$ cat config.mk
export PLATFORM = sky130hd
export DESIGN_NAME = lcd_mode_timing_controller_core_flat
export DESIGN_NICKNAME = d
export VERILOG_FILES = /design/src/hdl/lmtc_pkg.sv /design/src/hdl/lmtc_if.sv /design/src/hdl/lcd_mode_timing_controller_core.sv /design/src/hdl/lmtc_in_stage.sv /design/src/hdl/lmtc_engine.sv /design/src/hdl/lmtc_out_stage.sv /design/src/flat_wrapper.sv
export VERILOG_INCLUDE_DIRS = /design/src /design/src/hdl
export SDC_FILE = /design/constraint.sdc
export NUM_CORES = 1
export LEC_CHECK = 0
export ABC_AREA = 1
export BUFFER_PORTS_ARGS = -buffer_cell sky130_fd_sc_hd__buf_4
export CAP_MARGIN = 20
export CORE_UTILIZATION = 50
export DETAILED_ROUTE_END_ITERATION = 8
export PLACE_DENSITY = 0.75
export SYNTH_ARGS = -nofsm -noshare
export SYNTH_HDL_FRONTEND = slang
export SYNTH_HIERARCHICAL = 1
export SYNTH_SLANG_ARGS = --single-unit
$ cat constraint.sdc
create_clock -name clk_i -period 4.9 [get_ports clk_i]
set_input_delay 0.245 -clock clk_i [delete_from_list [all_inputs] [get_ports clk_i]]
set_output_delay 0.245 -clock clk_i [all_outputs]
set_load 0.05 [all_outputs]
$ cat src/hdl/lcd_mode_timing_controller_core_macros.svh
// ----------------------------------------------------------------------------
// LCD mode timing controller: assertion macros
// Shared concurrent assertion forms, clocked and disabled during reset.
// ----------------------------------------------------------------------------
`ifndef LCD_MODE_TIMING_CONTROLLER_CORE_MACROS_SVH
`define LCD_MODE_TIMING_CONTROLLER_CORE_MACROS_SVH

// The consequent must hold in the same cycle as the antecedent.
`define LMTC_ASSERT_SAME(lbl, clk, rst_n, ante, cons, msg) \
  lbl: assert property (@(posedge clk) disable iff (!rst_n) (ante) |-> (cons)) \
    else $error(msg);

// The consequent must hold in the cycle after the antecedent.
`define LMTC_ASSERT_NEXT(lbl, clk, rst_n, ante, cons, msg) \
  lbl: assert property (@(posedge clk) disable iff (!rst_n) (ante) |=> (cons)) \
    else $error(msg);

`endif

$ cat src/hdl/lmtc_pkg.sv
// ----------------------------------------------------------------------------
// LCD mode timing controller package
// Request and response types, commands, register map and timing constants.
// ----------------------------------------------------------------------------
`default_nettype none

package lmtc_pkg;

  typedef enum logic [1:0] {
    CMD_TICK  = 2'd0,
    CMD_READ  = 2'd1,
    CMD_WRITE = 2'd2
  } cmd_e;

  localparam logic [15:0] ADDR_LCDC = 16'hFF40;
  localparam logic [15:0] ADDR_STAT = 16'hFF41;
  localparam logic [15:0] ADDR_SCY  = 16'hFF42;
  localparam logic [15:0] ADDR_SCX  = 16'hFF43;
  localparam logic [15:0] ADDR_LY   = 16'hFF44;
  localparam logic [15:0] ADDR_LYC  = 16'hFF45;
  localparam logic [15:0] ADDR_DMA  = 16'hFF46;
  localparam logic [15:0] ADDR_BGP  = 16'hFF47;
  localparam logic [15:0] ADDR_OBP0 = 16'hFF48;
  localparam logic [15:0] ADDR_OBP1 = 16'hFF49;
  localparam logic [15:0] ADDR_WY   = 16'hFF4A;
  localparam logic [15:0] ADDR_WX   = 16'hFF4B;

  localparam logic [16:0] FRAME_DOTS  = 17'd70224;
  localparam logic [16:0] HBLANK_DOTS = 17'd204;
  localparam logic [16:0] LINE_DOTS   = 17'd456;
  localparam logic [16:0] OAM_DOTS    = 17'd80;
  localparam logic [16:0] XFER_DOTS   = 17'd172;
  localparam logic [16:0] PIXEL_START = 17'd12;

  localparam logic [7:0] FIRST_VBLANK_LINE = 8'd144;
  localparam logic [7:0] LINE_COUNT        = 8'd154;

  localparam logic [7:0] LCDC_RESET = 8'h91;
  localparam logic [7:0] STAT_RESET = 8'h85;
  localparam logic [7:0] DMA_RESET  = 8'hFF;
  localparam logic [7:0] BGP_RESET  = 8'hFC;

  typedef struct packed {
    logic [1:0]  command;
    logic [15:0] address;
    logic [7:0]  write_data;
    logic        dma_busy;
  } req_t;

  typedef struct packed {
    logic [7:0] read_data;
    logic [1:0] mode;
    logic [7:0] line;
    logic       vblank_request;
    logic       stat_request;
    logic       pixel_valid;
    logic [7:0] pixel_x;
    logic       dma_start;
    logic [7:0] dma_page;
  } rsp_t;

endpackage

`default_nettype wire

$ cat src/hdl/lmtc_if.sv
// ----------------------------------------------------------------------------
// LCD mode timing controller channel interfaces
// Valid/ready request and response channels with their payload fields.
// ----------------------------------------------------------------------------
`default_nettype none

interface lmtc_req_if;
  logic        valid;
  logic        ready;
  logic [1:0]  command;
  logic [15:0] address;
  logic [7:0]  write_data;
  logic        dma_busy;

  modport source (output valid, command, address, write_data, dma_busy, input ready);
  modport sink   (input valid, command, address, write_data, dma_busy, output ready);
endinterface

interface lmtc_rsp_if;
  logic       valid;
  logic       ready;
  logic [7:0] read_data;
  logic [1:0] mode;
  logic [7:0] line;
  logic       vblank_request;
  logic       stat_request;
  logic       pixel_valid;
  logic [7:0] pixel_x;
  logic       dma_start;
  logic [7:0] dma_page;

  modport source (output valid, read_data, mode, line, vblank_request, stat_request,
                  pixel_valid, pixel_x, dma_start, dma_page, input ready);
  modport sink   (input valid, read_data, mode, line, vblank_request, stat_request,
                  pixel_valid, pixel_x, dma_start, dma_page, output ready);
endinterface

`default_nettype wire

$ cat src/hdl/lcd_mode_timing_controller_core.sv
// ----------------------------------------------------------------------------
// LCD mode timing controller core
// Dot-driven line and frame sequencer with the twelve LCD registers.
// ----------------------------------------------------------------------------
// Each request on req_i is one dot tick, one register read or one register
// write; each request gives exactly one response on rsp_o, in order.
// A request is registered at acceptance in the input register; its response
// is computed from that register and the block state and is loaded into the
// response register once that register is free.
// The block takes one request per cycle while the receiver takes responses;
// the dot counter and register update between the two registers is combinational.
// The response register lets a new request be taken while a finished
// response still waits; when the receiver stalls, the input register fills
// and req_i.ready falls until the response is taken.
// Reset clears both handshakes and sets the LCD registers, the dot counter
// and the mode to their power-on values; no clearing pass is needed.
// ----------------------------------------------------------------------------
`default_nettype none

module lcd_mode_timing_controller_core (
  input  wire logic clk_i,
  input  wire logic rst_ni,
  lmtc_req_if.sink   req_i,
  lmtc_rsp_if.source rsp_o
);
  import lmtc_pkg::*;

  logic req_valid;
  logic out_free;
  logic step;
  req_t req;
  rsp_t rsp;

  assign step = req_valid && out_free;

  lmtc_in_stage u_in_stage (
    .clk_i   (clk_i),
    .rst_ni  (rst_ni),
    .req_i   (req_i),
    .take_i  (out_free),
    .valid_o (req_valid),
    .req_o   (req)
  );

  lmtc_engine u_engine (
    .clk_i  (clk_i),
    .rst_ni (rst_ni),
    .step_i (step),
    .req_i  (req),
    .rsp_o  (rsp)
  );

  lmtc_out_stage u_out_stage (
    .clk_i  (clk_i),
    .rst_ni (rst_ni),
    .load_i (step),
    .rsp_i  (rsp),
    .free_o (out_free),
    .rsp_o  (rsp_o)
  );

endmodule

`default_nettype wire

$ cat src/hdl/lmtc_in_stage.sv
// ----------------------------------------------------------------------------
// LCD mode timing controller input stage
// Registers one request and holds it until the sequencer can take it.
// ----------------------------------------------------------------------------
`default_nettype none

module lmtc_in_stage (
  input  wire logic          clk_i,
  input  wire logic          rst_ni,
  lmtc_req_if.sink           req_i,
  input  wire logic          take_i,
  output logic               valid_o,
  output lmtc_pkg::req_t     req_o
);
  import lmtc_pkg::*;

  logic valid_q;
  req_t req_q;

  assign req_i.ready = !valid_q || take_i;
  assign valid_o     = valid_q;
  assign req_o       = req_q;

  always_ff @(posedge clk_i or negedge rst_ni) begin
    if (!rst_ni) begin
      valid_q <= 1'b0;
    end else if (req_i.ready) begin
      valid_q <= req_i.valid;
    end
  end

  always_ff @(posedge clk_i) begin
    if (req_i.valid && req_i.ready) begin
      req_q.command    <= req_i.command;
      req_q.address    <= req_i.address;
      req_q.write_data <= req_i.write_data;
      req_q.dma_busy   <= req_i.dma_busy;
    end
  end

endmodule

`default_nettype wire

$ cat src/hdl/lmtc_engine.sv
// ----------------------------------------------------------------------------
// LCD mode timing controller sequencer
// Dot counter, line and mode sequencing, LCD registers and interrupt pulses.
// ----------------------------------------------------------------------------
`default_nettype none

`include "lcd_mode_timing_controller_core_macros.svh"

module lmtc_engine (
  input  wire logic          clk_i,
  input  wire logic          rst_ni,
  input  wire logic          step_i,
  input  wire lmtc_pkg::req_t req_i,
  output lmtc_pkg::rsp_t     rsp_o
);
  import lmtc_pkg::*;

  typedef enum logic [1:0] {
    MODE_HBLANK = 2'd0,
    MODE_VBLANK = 2'd1,
    MODE_OAM    = 2'd2,
    MODE_XFER   = 2'd3
  } mode_e;

  logic [16:0] dot_q, dot_d;
  mode_e       mode_q, mode_d;
  logic [7:0]  lcdc_q, lcdc_d;
  logic [7:0]  stat_q, stat_d;
  logic [7:0]  scy_q, scy_d;
  logic [7:0]  scx_q, scx_d;
  logic [7:0]  ly_q, ly_d;
  logic [7:0]  lyc_q, lyc_d;
  logic [7:0]  dma_q, dma_d;
  logic [7:0]  bgp_q, bgp_d;
  logic [7:0]  obp0_q, obp0_d;
  logic [7:0]  obp1_q, obp1_d;
  logic [7:0]  wy_q, wy_d;
  logic [7:0]  wx_q, wx_d;

  logic [16:0] dot_inc;
  logic [16:0] pix_off;
  logic [7:0]  ly_inc;
  logic        match;
  rsp_t        rsp;

  assign dot_inc = dot_q + 17'd1;
  assign pix_off = dot_inc - PIXEL_START;
  assign ly_inc  = ly_q + 8'd1;

  always_comb begin
    dot_d  = dot_q;
    mode_d = mode_q;
    lcdc_d = lcdc_q;
    stat_d = stat_q;
    scy_d  = scy_q;
    scx_d  = scx_q;
    ly_d   = ly_q;
    lyc_d  = lyc_q;
    dma_d  = dma_q;
    bgp_d  = bgp_q;
    obp0_d = obp0_q;
    obp1_d = obp1_q;
    wy_d   = wy_q;
    wx_d   = wx_q;
    match  = 1'b0;
    rsp    = '0;
    if (step_i) begin
      case (cmd_e'(req_i.command))
        CMD_TICK: begin
          dot_d = dot_inc;
          if (!lcdc_q[7]) begin
            if (dot_inc >= FRAME_DOTS) begin
              dot_d = dot_inc - FRAME_DOTS;
            end
          end else begin
            case (mode_q)
              MODE_HBLANK: begin
                if (dot_inc >= HBLANK_DOTS) begin
                  dot_d     = dot_inc - HBLANK_DOTS;
                  ly_d      = ly_inc;
                  match     = (ly_inc == lyc_q);
                  stat_d[2] = match;
                  rsp.stat_request = match && stat_q[6];
                  if (ly_inc == FIRST_VBLANK_LINE) begin
                    mode_d = MODE_VBLANK;
                    rsp.vblank_request = 1'b1;
                    if (stat_q[4]) begin
                      rsp.stat_request = 1'b1;
                    end
                  end else begin
                    mode_d = MODE_OAM;
                    if (stat_q[5]) begin
                      rsp.stat_request = 1'b1;
                    end
                  end
                end
              end
              MODE_VBLANK: begin
                if (dot_inc >= LINE_DOTS) begin
                  dot_d = dot_inc - LINE_DOTS;
                  if (ly_inc == LINE_COUNT) begin
                    ly_d   = 8'd0;
                    match  = (lyc_q == 8'd0);
                    mode_d = MODE_OAM;
                    rsp.stat_request = (match && stat_q[6]) || stat_q[5];
                  end else begin
                    ly_d  = ly_inc;
                    match = (ly_inc == lyc_q);
                    rsp.stat_request = match && stat_q[6];
                  end
                  stat_d[2] = match;
                end
              end
              MODE_OAM: begin
                if (dot_inc >= OAM_DOTS) begin
                  dot_d  = dot_inc - OAM_DOTS;
                  mode_d = MODE_XFER;
                end
              end
              default: begin
                if (dot_inc >= PIXEL_START && dot_inc < XFER_DOTS) begin
                  rsp.pixel_valid = 1'b1;
                  rsp.pixel_x     = pix_off[7:0];
                end else if (dot_inc >= XFER_DOTS) begin
                  dot_d  = dot_inc - XFER_DOTS;
                  mode_d = MODE_HBLANK;
                  rsp.stat_request = stat_q[3];
                end
              end
            endcase
            if (mode_d != mode_q) begin
              stat_d[1:0] = mode_d;
            end
          end
        end
        CMD_READ: begin
          case (req_i.address)
            ADDR_LCDC: rsp.read_data = lcdc_q;
            ADDR_STAT: rsp.read_data = stat_q;
            ADDR_SCY:  rsp.read_data = scy_q;
            ADDR_SCX:  rsp.read_data = scx_q;
            ADDR_LY:   rsp.read_data = ly_q;
            ADDR_LYC:  rsp.read_data = lyc_q;
            ADDR_DMA:  rsp.read_data = dma_q;
            ADDR_BGP:  rsp.read_data = bgp_q;
            ADDR_OBP0: rsp.read_data = obp0_q;
            ADDR_OBP1: rsp.read_data = obp1_q;
            ADDR_WY:   rsp.read_data = wy_q;
            ADDR_WX:   rsp.read_data = wx_q;
            default:   rsp.read_data = 8'd0;
          endcase
        end
        CMD_WRITE: begin
          case (req_i.address)
            ADDR_LCDC: lcdc_d = req_i.write_data;
            ADDR_STAT: stat_d = {req_i.write_data[7:2], stat_q[1:0]};
            ADDR_SCY:  scy_d  = req_i.write_data;
            ADDR_SCX:  scx_d  = req_i.write_data;
            ADDR_LY:   ly_d   = req_i.write_data;
            ADDR_LYC:  lyc_d  = req_i.write_data;
            ADDR_DMA: begin
              if (!req_i.dma_busy) begin
                dma_d         = req_i.write_data;
                rsp.dma_start = 1'b1;
                rsp.dma_page  = req_i.write_data;
              end
            end
            ADDR_BGP:  bgp_d  = req_i.write_data;
            ADDR_OBP0: obp0_d = req_i.write_data;
            ADDR_OBP1: obp1_d = req_i.write_data;
            ADDR_WY:   wy_d   = req_i.write_data;
            ADDR_WX:   wx_d   = req_i.write_data;
            default:   ;
          endcase
        end
        default: ;
      endcase
    end
    rsp.mode = mode_d;
    rsp.line = ly_d;
  end

  assign rsp_o = rsp;

  always_ff @(posedge clk_i or negedge rst_ni) begin
    if (!rst_ni) begin
      dot_q  <= 17'd0;
      mode_q <= MODE_OAM;
      lcdc_q <= LCDC_RESET;
      stat_q <= STAT_RESET;
      scy_q  <= 8'd0;
      scx_q  <= 8'd0;
      ly_q   <= 8'd0;
      lyc_q  <= 8'd0;
      dma_q  <= DMA_RESET;
      bgp_q  <= BGP_RESET;
      obp0_q <= 8'd0;
      obp1_q <= 8'd0;
      wy_q   <= 8'd0;
      wx_q   <= 8'd0;
    end else if (step_i) begin
      dot_q  <= dot_d;
      mode_q <= mode_d;
      lcdc_q <= lcdc_d;
      stat_q <= stat_d;
      scy_q  <= scy_d;
      scx_q  <= scx_d;
      ly_q   <= ly_d;
      lyc_q  <= lyc_d;
      dma_q  <= dma_d;
      bgp_q  <= bgp_d;
      obp0_q <= obp0_d;
      obp1_q <= obp1_d;
      wy_q   <= wy_d;
      wx_q   <= wx_d;
    end
  end

  `LMTC_ASSERT_SAME(a_dot_in_frame, clk_i, rst_ni, 1'b1, dot_q < FRAME_DOTS, "dot count beyond frame")
  `LMTC_ASSERT_SAME(a_pixel_in_xfer, clk_i, rst_ni, step_i && rsp.pixel_valid, rsp.mode == MODE_XFER, "pixel slot outside transfer")
  `LMTC_ASSERT_SAME(a_vblank_line, clk_i, rst_ni, step_i && rsp.vblank_request, (rsp.mode == MODE_VBLANK) && (rsp.line == FIRST_VBLANK_LINE), "vblank request off its line")
  `LMTC_ASSERT_NEXT(a_dma_stored, clk_i, rst_ni, step_i && rsp.dma_start, dma_q == $past(rsp.dma_page), "DMA page not stored")

endmodule

`default_nettype wire

$ cat src/hdl/lmtc_out_stage.sv
// ----------------------------------------------------------------------------
// LCD mode timing controller output stage
// Result register that holds a response until the receiver takes it.
// ----------------------------------------------------------------------------
`default_nettype none

module lmtc_out_stage (
  input  wire logic           clk_i,
  input  wire logic           rst_ni,
  input  wire logic           load_i,
  input  wire lmtc_pkg::rsp_t rsp_i,
  output logic                free_o,
  lmtc_rsp_if.source          rsp_o
);
  import lmtc_pkg::*;

  logic valid_q;
  rsp_t rsp_q;

  assign free_o = !valid_q || rsp_o.ready;

  always_ff @(posedge clk_i or negedge rst_ni) begin
    if (!rst_ni) begin
      valid_q <= 1'b0;
    end else if (free_o) begin
      valid_q <= load_i;
    end
  end

  always_ff @(posedge clk_i) begin
    if (load_i && free_o) begin
      rsp_q <= rsp_i;
    end
  end

  assign rsp_o.valid          = valid_q;
  assign rsp_o.read_data      = rsp_q.read_data;
  assign rsp_o.mode           = rsp_q.mode;
  assign rsp_o.line           = rsp_q.line;
  assign rsp_o.vblank_request = rsp_q.vblank_request;
  assign rsp_o.stat_request   = rsp_q.stat_request;
  assign rsp_o.pixel_valid    = rsp_q.pixel_valid;
  assign rsp_o.pixel_x        = rsp_q.pixel_x;
  assign rsp_o.dma_start      = rsp_q.dma_start;
  assign rsp_o.dma_page       = rsp_q.dma_page;

endmodule

`default_nettype wire

$ cat src/flat_wrapper.sv
// flat-port wrapper written by rule: the top's interface ports become plain ports
module lcd_mode_timing_controller_core_flat import lmtc_pkg::*;
  (clk_i, rst_ni, req_i_valid, req_i_command, req_i_address, req_i_write_data, req_i_dma_busy, req_i_ready, rsp_o_valid, rsp_o_read_data, rsp_o_mode, rsp_o_line, rsp_o_vblank_request, rsp_o_stat_request, rsp_o_pixel_valid, rsp_o_pixel_x, rsp_o_dma_start, rsp_o_dma_page, rsp_o_ready);
  lmtc_req_if req_i_i ();
  lmtc_rsp_if rsp_o_i ();
  input  wire logic clk_i;
  input  wire logic rst_ni;
  input wire logic [$bits(req_i_i.valid)-1:0] req_i_valid;
  input wire logic [$bits(req_i_i.command)-1:0] req_i_command;
  input wire logic [$bits(req_i_i.address)-1:0] req_i_address;
  input wire logic [$bits(req_i_i.write_data)-1:0] req_i_write_data;
  input wire logic [$bits(req_i_i.dma_busy)-1:0] req_i_dma_busy;
  output wire logic [$bits(req_i_i.ready)-1:0] req_i_ready;
  output wire logic [$bits(rsp_o_i.valid)-1:0] rsp_o_valid;
  output wire logic [$bits(rsp_o_i.read_data)-1:0] rsp_o_read_data;
  output wire logic [$bits(rsp_o_i.mode)-1:0] rsp_o_mode;
  output wire logic [$bits(rsp_o_i.line)-1:0] rsp_o_line;
  output wire logic [$bits(rsp_o_i.vblank_request)-1:0] rsp_o_vblank_request;
  output wire logic [$bits(rsp_o_i.stat_request)-1:0] rsp_o_stat_request;
  output wire logic [$bits(rsp_o_i.pixel_valid)-1:0] rsp_o_pixel_valid;
  output wire logic [$bits(rsp_o_i.pixel_x)-1:0] rsp_o_pixel_x;
  output wire logic [$bits(rsp_o_i.dma_start)-1:0] rsp_o_dma_start;
  output wire logic [$bits(rsp_o_i.dma_page)-1:0] rsp_o_dma_page;
  input wire logic [$bits(rsp_o_i.ready)-1:0] rsp_o_ready;
  assign req_i_i.valid = req_i_valid;
  assign req_i_i.command = req_i_command;
  assign req_i_i.address = req_i_address;
  assign req_i_i.write_data = req_i_write_data;
  assign req_i_i.dma_busy = req_i_dma_busy;
  assign req_i_ready = req_i_i.ready;
  assign rsp_o_valid = rsp_o_i.valid;
  assign rsp_o_read_data = rsp_o_i.read_data;
  assign rsp_o_mode = rsp_o_i.mode;
  assign rsp_o_line = rsp_o_i.line;
  assign rsp_o_vblank_request = rsp_o_i.vblank_request;
  assign rsp_o_stat_request = rsp_o_i.stat_request;
  assign rsp_o_pixel_valid = rsp_o_i.pixel_valid;
  assign rsp_o_pixel_x = rsp_o_i.pixel_x;
  assign rsp_o_dma_start = rsp_o_i.dma_start;
  assign rsp_o_dma_page = rsp_o_i.dma_page;
  assign rsp_o_i.ready = rsp_o_ready;
  lcd_mode_timing_controller_core u_core (.clk_i(clk_i), .rst_ni(rst_ni), .req_i(req_i_i), .rsp_o(rsp_o_i));
endmodule
==> flow_summary.ini, run 1 <==
[timing]
setup_ws_ps = 1100
final_hold_viol_count = 0
tns_ps = 0
worst_pin_slew_ps = 896
fin_crit_ps = 3800
finalCritPeriodShare_pct = 77.6
max_freq_mhz = 263
rsz0062_at_grt = false
relSlewSlack_pct = 40.2
slew_viol_final = 0
fin_skew_ps = 11.3
setup_viol = 0

[grt]
grt_pass1_wl_mm = 52.9
grt_max_degree = 69
overflow = 0
first_global_vias = 9994
grt_usage_pct = 30.5
antenna_found_initial = 0

[run_status]
outcome = complete, no violations

[worst_setup_path]
rr_endpoint = u_core/u_out_stage/rsp_o.line[0]$_DFFE_PP_
path_max_fanout = 20
r2r-start = u_core/u_engine/dot_q[0]$_DFFE_PN0P_
required_ps = 5090
r2r_cells = 19
start_kind = register
r2r_setup_slack_ps = 1100
crit_path_end_kind = register
crit_arrival_ps = 3990
crit_type = register to register

[clock_network]
cts_inserted_buffers = 17
cts_buffer_depth = 2
path_clk_slew_ps = 70
insertion_delay_ps = 440
cts_tree = yes
root_buffer = clkbuf_16
cts.sinks = 182
postCtsSetupRepairBufs = 0
htreeDepth = 4

[floorplan]
fp.dieW_um = 151
fp.dieH_um = 151
dieArea_um2 = 22800
io_pins = 71
initial_utilization_pct = 51.0
core_um2 = 21800
row_count = 54

[yosys]
synth_edf_count = 65
netlist.area_leader.share_pct = 21.7
synth_nets = 1509
synth.largest_area_cell = dfrtp_1
yosys_most_used_dff = dfrtp_1
async_flop_share_pct = 64.3
yosys_warnings = 6
synth_area_leaders = dfrtp_1, edfxtp_1, nand2_1
synthAdderAreaFrac_pct = 1.47
synth_top_family_by_area = simple AND/OR/NAND/NOR gates
muxShareOfSynthArea_pct = 0
synth-compound-area-share_pct = 11.8
ys_seq_area_share_pct = 44.2
ys_ff_latch = 182
synth.avg_cell_area_um2 = 7.57
synth_area_um2 = 11100
synth_xor_area_share_pct = 1.42
syn-instance-count = 1465
synth-simple-area-share_pct = 34.0
synth_cell_types = 50

[detailed_routing]
final_antenna_net_count = 0
via_count = 10660
via_per_inst = 5.81
wl_per_cell_um = 18.4
firstDrtPassIters = 5
drtIter0Drc = 1089
drcViolationCount = 0
wl_mm = 33.9

[layout]
regArea_um2 = 4910
multi_input_area_um2 = 5410
final_area_um2 = 12700
drive_above_1_share_pct = 14.2
final_net_count = 1587
area_growth_pct = 14.7
fillers = 2004
post-route-util_pct = 58.5
num_antenna_cells = 0

[min_path]
worstHoldPathType = input pin to register
min_from = req_i_valid
hold_end = u_core/u_in_stage/valid_o$_DFFE_PN0P_
whs_path_depth = 3

[place]
dp_hpwl_mm = 24.2
place.gp.congestion = 0.941
place_area_um2 = 11800
placement.io_buffers = 70
dpl_worst_slack_ps = 1170

[power]
power_density_nw_per_um2 = 414
ir_drop_mv = 0.273
power.total_mw = 5.26
leakagePower_nw = 5.63

[flow_run]
maxCapViolations = 0
[registers in the layout, summed over array words and instances (netlist names), 2 cells and up]
register	cells
u_core/u_engine/ly_q	8
u_core/u_engine/dma_q	8
u_core/u_engine/scx_q	8
u_core/u_in_stage/req_o	27
u_core/u_engine/lyc_q	8
u_core/u_engine/scy_q	8
u_core/u_engine/bgp_q	8
u_core/u_engine/dot_q	17
u_core/u_engine/wx_q	8
u_core/u_engine/lcdc_q	8
u_core/u_out_stage/rsp_o.dma_page	8
u_core/u_engine/wy_q	8
u_core/u_engine/mode_q	2
u_core/u_out_stage/rsp_o.mode	2
u_core/u_engine/obp1_q	8
u_core/u_engine/obp0_q	8
u_core/u_out_stage/rsp_o.pixel_x	8
u_core/u_engine/stat_q	8
u_core/u_out_stage/rsp_o.line	8
u_core/u_out_stage/rsp_o.read_data	8
[cell families (layout without fill, tap and decap cells)]
kind of cell,count (synthesis),after routing
and+or+nand+nor,823,823
xor gates and xnor gates,18,18
buffers and inverters,197,288
AOI/OAI and AO/OA,232,232
adders and majority gates,13,13
DFF,182,182
[per-layer routing]
layer	vias up	part of all wire (%)	global-route usage [%]
met1	5044	43	41.4
met3	72	7.2	4.94
met2	486	47	49.2
met4	0	2.9	11.4
li1	5058	-	-
met5	-	0	0
[critical path: stages (launching register included)]
cell and delay, ps:
dfrtp_1 560, ha_1 320, nand2_2 110, nor2_4 190, nand2_1 90, nand2_2 140, inv_2 140, ha_1 250
a21oi_1 130, nand2_1 110, nand2_1 200, nand2_1 150, inv_2 130, nand3_4 290, nand2_2 170, nand2_1 120
nand3_1 190, nand2_1 80, o211ai_1 110, nand2_1 70
[cell usage after synthesis, types with 2 or more instances]
cell type  number
clkbuf_1       34
a21oi_1        39
buf_4           2
inv_1         133
a31oi_1         3
o21ai_1        13
ha_1           13
nor3_1         21
a22oi_1         5
buf_2          11
o211ai_1        8
a32o_1          5
or2_2           3
nand3_2         7
edfxtp_1       65
nand4_1        58
o211ai_2        2
o21ai_0       136
xnor2_1         3
clkinv_1        3
nand3_4         2
inv_2          10
nand2_1       382
nand3_1       133
a221oi_1        8
nand2_4         7
dfstp_2        21
nand2_2        26
nor2_4          6
nand3b_1        4
o22ai_1         4
buf_6           3
o21ai_2         3
nor2_1        153
nor2_2         13
xor2_1         15
dfrtp_1        96
nor4_1          3
[stage by stage]
step	cells	hold WS, ps
6_report	1836	28.5
5_1_grt	1836	37.2
4_1_cts	1836	13.9
3_5_place_dp	1776	424
3_3_place_gp	1776	423
2_1_floorplan	1465	-50.6
[placed cells by master (no fill, tap or decap), drive strengths merged, types with 5 or more instances in the layout]
master       netlist  layout
nand2            415     415
nor2             173     173
o21ai            153     153
inv              144     151
nand3            142     142
dfrtp             96      96
buf               16      81
edfxtp            65      65
nand4             59      59
a21oi             39      39
dlygate4sd3        0      28
nor3              22      22
dfstp             21      21
clkbuf            34      17
xor2              15      15
ha                13      13
o211ai            10      10
clkinv             3       9
a221oi             8       8
a32o               5       5
a22oi              5       5
nand3b             5       5
[where the power goes]
part	internal, mW	total [mW]	leakage, nW	switching [mW]
Combinational	0.551	1.97	3.23	1.42
Clock	0.733	1.42	0.295	0.683
Sequential	1.71	1.87	2.11	0.162
[repair_timing]
action                                  CTS  global route
gates resized for setup                   0             0
hold buffers                             28             0
endpoints found under the setup margin    0             0
endpoints found under the hold margin    79             0
[layout make-up]
class	count	area share, %
Sequential cell	182	38.6
Inverter	147	4.36
Timing Repair Buffer	109	6.99
Clock buffer	17	3.35
Tap cell	280	2.75
Multi-Input combinational cell	1086	42.6
Clock inverter	15	1.43
[worst max-delay path by stage]
stage | start | to | slack [ps]
after floorplan | u_core/u_out_stage/rsp_o.valid$_DFFE_PN0P_ | u_core/u_out_stage/rsp_o.dma_page[0]$_DFFE_PP_ | 1690
after global routing | u_core/u_engine/dot_q[0]$_DFFE_PN0P_ | u_core/u_out_stage/rsp_o.line[0]$_DFFE_PP_ | 830
after detailed placement | u_core/u_engine/dot_q[0]$_DFFE_PN0P_ | u_core/u_out_stage/rsp_o.line[0]$_DFFE_PP_ | 1170
final | u_core/u_engine/dot_q[0]$_DFFE_PN0P_ | u_core/u_out_stage/rsp_o.line[0]$_DFFE_PP_ | 1100
after global placement | u_core/u_engine/dot_q[0]$_DFFE_PN0P_ | u_core/u_out_stage/rsp_o.line[0]$_DFFE_PP_ | 1310
after CTS | u_core/u_engine/dot_q[0]$_DFFE_PN0P_ | u_core/u_out_stage/rsp_o.line[0]$_DFFE_PP_ | 1170
Note: power is estimated with default switching activity, not from simulation.
==> inputs of run 2 (changes only) <==
--- a/config.mk
+++ b/config.mk
@@ -11,7 +11,7 @@
 export CAP_MARGIN = 20
 export CORE_UTILIZATION = 50
 export DETAILED_ROUTE_END_ITERATION = 8
-export PLACE_DENSITY = 0.75
+export PLACE_DENSITY = 0.77
 export SYNTH_ARGS = -nofsm -noshare
 export SYNTH_HDL_FRONTEND = slang
 export SYNTH_HIERARCHICAL = 1
==> constraint.sdc (replaced) <==
create_clock -name clk_i -period 3.4 [get_ports clk_i]
set_input_delay 0.17 -clock clk_i [delete_from_list [all_inputs] [get_ports clk_i]]
set_output_delay 0.17 -clock clk_i [all_outputs]
set_load 0.05 [all_outputs]
==> flow_summary.ini, run 2 (synthesis gave the netlist of run 1 again) <==
[floorplan]
row_count = 54
initial_utilization_pct = 51.0
dieArea_um2 = 22800
core_um2 = 21800
fp.dieW_um = 151
fp.dieH_um = 151
io_pins = 71

[timing]
fin_crit_ps = 3160
relSlewSlack_pct = 39.5
setup_viol = 0
fin_skew_ps = 14.4
setup_ws_ps = 244
tns_ps = 0
max_freq_mhz = 317
slew_viol_final = 0
rsz0062_at_grt = false
finalCritPeriodShare_pct = 92.8
worst_pin_slew_ps = 908
hold_slack_ps = 86.9
final_hold_viol_count = 0

[place]
place_area_um2 = 12000
dp_hpwl_mm = 25.4
place.gp.congestion = 1.02
placement.io_buffers = 70
dpl_worst_slack_ps = 234

[detailed_routing]
drcViolationCount = 0
wl_per_cell_um = 18.7
final_antenna_net_count = 0
via_per_inst = 5.80
drtIter0Drc = 1201
via_count = 10796
wl_mm = 34.8
firstDrtPassIters = 6

[min_path]
whs_path_depth = 4
hold_end = u_core/u_out_stage/rsp_o.valid$_DFFE_PN0P_
worstHoldPathType = input pin to register
min_from = rsp_o_ready

[grt]
grt_pass1_wl_mm = 55.0
overflow = 0
antenna_found_initial = 0
grt_max_degree = 69
first_global_vias = 10295
grt_usage_pct = 31.7

[worst_setup_path]
r2r-start = u_core/u_engine/dot_q[0]$_DFFE_PN0P_
required_ps = 3560
max_stage_delay_ps = 400
r2r_setup_slack_ps = 240
path_max_fanout = 9
crit_type = register to register
worstPathCellList = buf_4 -> inv_1 -> nor2_4 -> nand2_1 -> and2_2 -> ha_1 -> a21oi_1 -> nand2_1 -> nand2_2 -> nand2_1 -> inv_2 -> nand3_4 -> nand2_2 -> nand2_1 -> nand3_2 -> nand2_1 -> o211ai_1 -> nand2_1
crit_arrival_ps = 3320
cp-startpoint = u_core/u_engine/dot_q[0]$_DFFE_PN0P_
crit_path_frequent_cell = nand2_1
r2r_cells = 18
start_kind = register
crit_path_end_kind = register
critPathSlowestCell = dfrtp_1
rr_endpoint = u_core/u_out_stage/rsp_o.line[0]$_DFFE_PP_

[layout]
fillers = 1925
num_antenna_cells = 0
largest_reg_flops = 27
area_growth_pct = 16.7
regArea_um2 = 4910
layout_common_cells = nand2_1, nor2_1, o21ai_0, inv_1, nand3_1
layout_commonest_cell = nand2_1
final_area_um2 = 12900
drive_above_1_share_pct = 15.9
final_net_count = 1612
multi_input_area_um2 = 5440

[flow_run]
maxCapViolations = 0

[clock_network]
insertion_delay_ps = 440
htreeDepth = 4
cts_tree = yes
root_buffer = clkbuf_16
cts.sinks = 182
cts_buffer_depth = 2
path_clk_slew_ps = 80
cts_inserted_buffers = 17

[power]
ir_drop_mv = 0.335
power_density_nw_per_um2 = 601
seqPwrFrac_pct = 34.7
switching_power_mw = 3.36
leakagePower_nw = 5.75
internal_power_mw = 4.42
clkPwrFrac_pct = 26.1
p_sw_share_pct = 43.2
p_comb_share_pct = 39.2

[run_status]
outcome = complete, no violations
## run 2: stage by stage
stage / cells / util (%) / total power [mW]
2_1_floorplan: 1465 / - / 4.73
3_3_place_gp: 1800 / 55.2 / 5.64
3_5_place_dp: 1800 / 55.2 / 5.64
4_1_cts: 1861 / 59.3 / 7.70
5_1_grt: 1861 / 59.5 / 8.21
6_report: 1861 / 59.5 / 7.78
## run 2: per-layer routing
layer	wire [µm]	vias up	GRT usage, %
met3	2790	101	4.73
met5	0	-	0
li1	-	5105	-
met4	1450	0	14.6
met2	15800	583	49.6
met1	14800	5007	43.4
## run 2: final cells by class
cell class	instances	share of cell area, %
clock buffers	17	3.29
repair buffers	134	8.34
flip-flops and latches	182	37.9
multi-input cells	1086	42.0
well taps	280	2.71
inverters	147	4.28
clock inverters	15	1.42
## run 2: worst max path at each step
stage / end
finish: u_core/u_out_stage/rsp_o.line[0]$_DFFE_PP_
global route: u_core/u_out_stage/rsp_o.line[6]$_DFFE_PP_
CTS: u_core/u_out_stage/rsp_o.line[0]$_DFFE_PP_
detailed placement: u_core/u_out_stage/rsp_o.line[0]$_DFFE_PP_
global placement: u_core/u_out_stage/rsp_o.line[0]$_DFFE_PP_
floorplan: u_core/u_out_stage/rsp_o.dma_page[0]$_DFFE_PP_
## run 2: power groups by stage
stage | logic [mW] | clock network (mW) | registers [mW]
after floorplan | 1.94 | 0 | 2.78
after global placement | 2.91 | 0 | 2.72
after detailed placement | 2.92 | 0 | 2.73
after CTS | 2.96 | 2.05 | 2.69
after global routing | 3.34 | 2.14 | 2.72
final | 3.05 | 2.03 | 2.70
## run 2: worst max-delay path: cells and delay by family, from the launching register on
family	cells	cell delay, ps
fa+ha+maj	1	230
flops	1	400
simple gates	12	1560
buf+inv	3	420
compound gates	2	260
## run 2: repair_timing
action                                 CTS  global route
resized for setup                        0             8
setup endpoints to repair                0            17
endpoints found under the hold margin   80             0
setup buffers                            0             0
hold buffers                            29             0
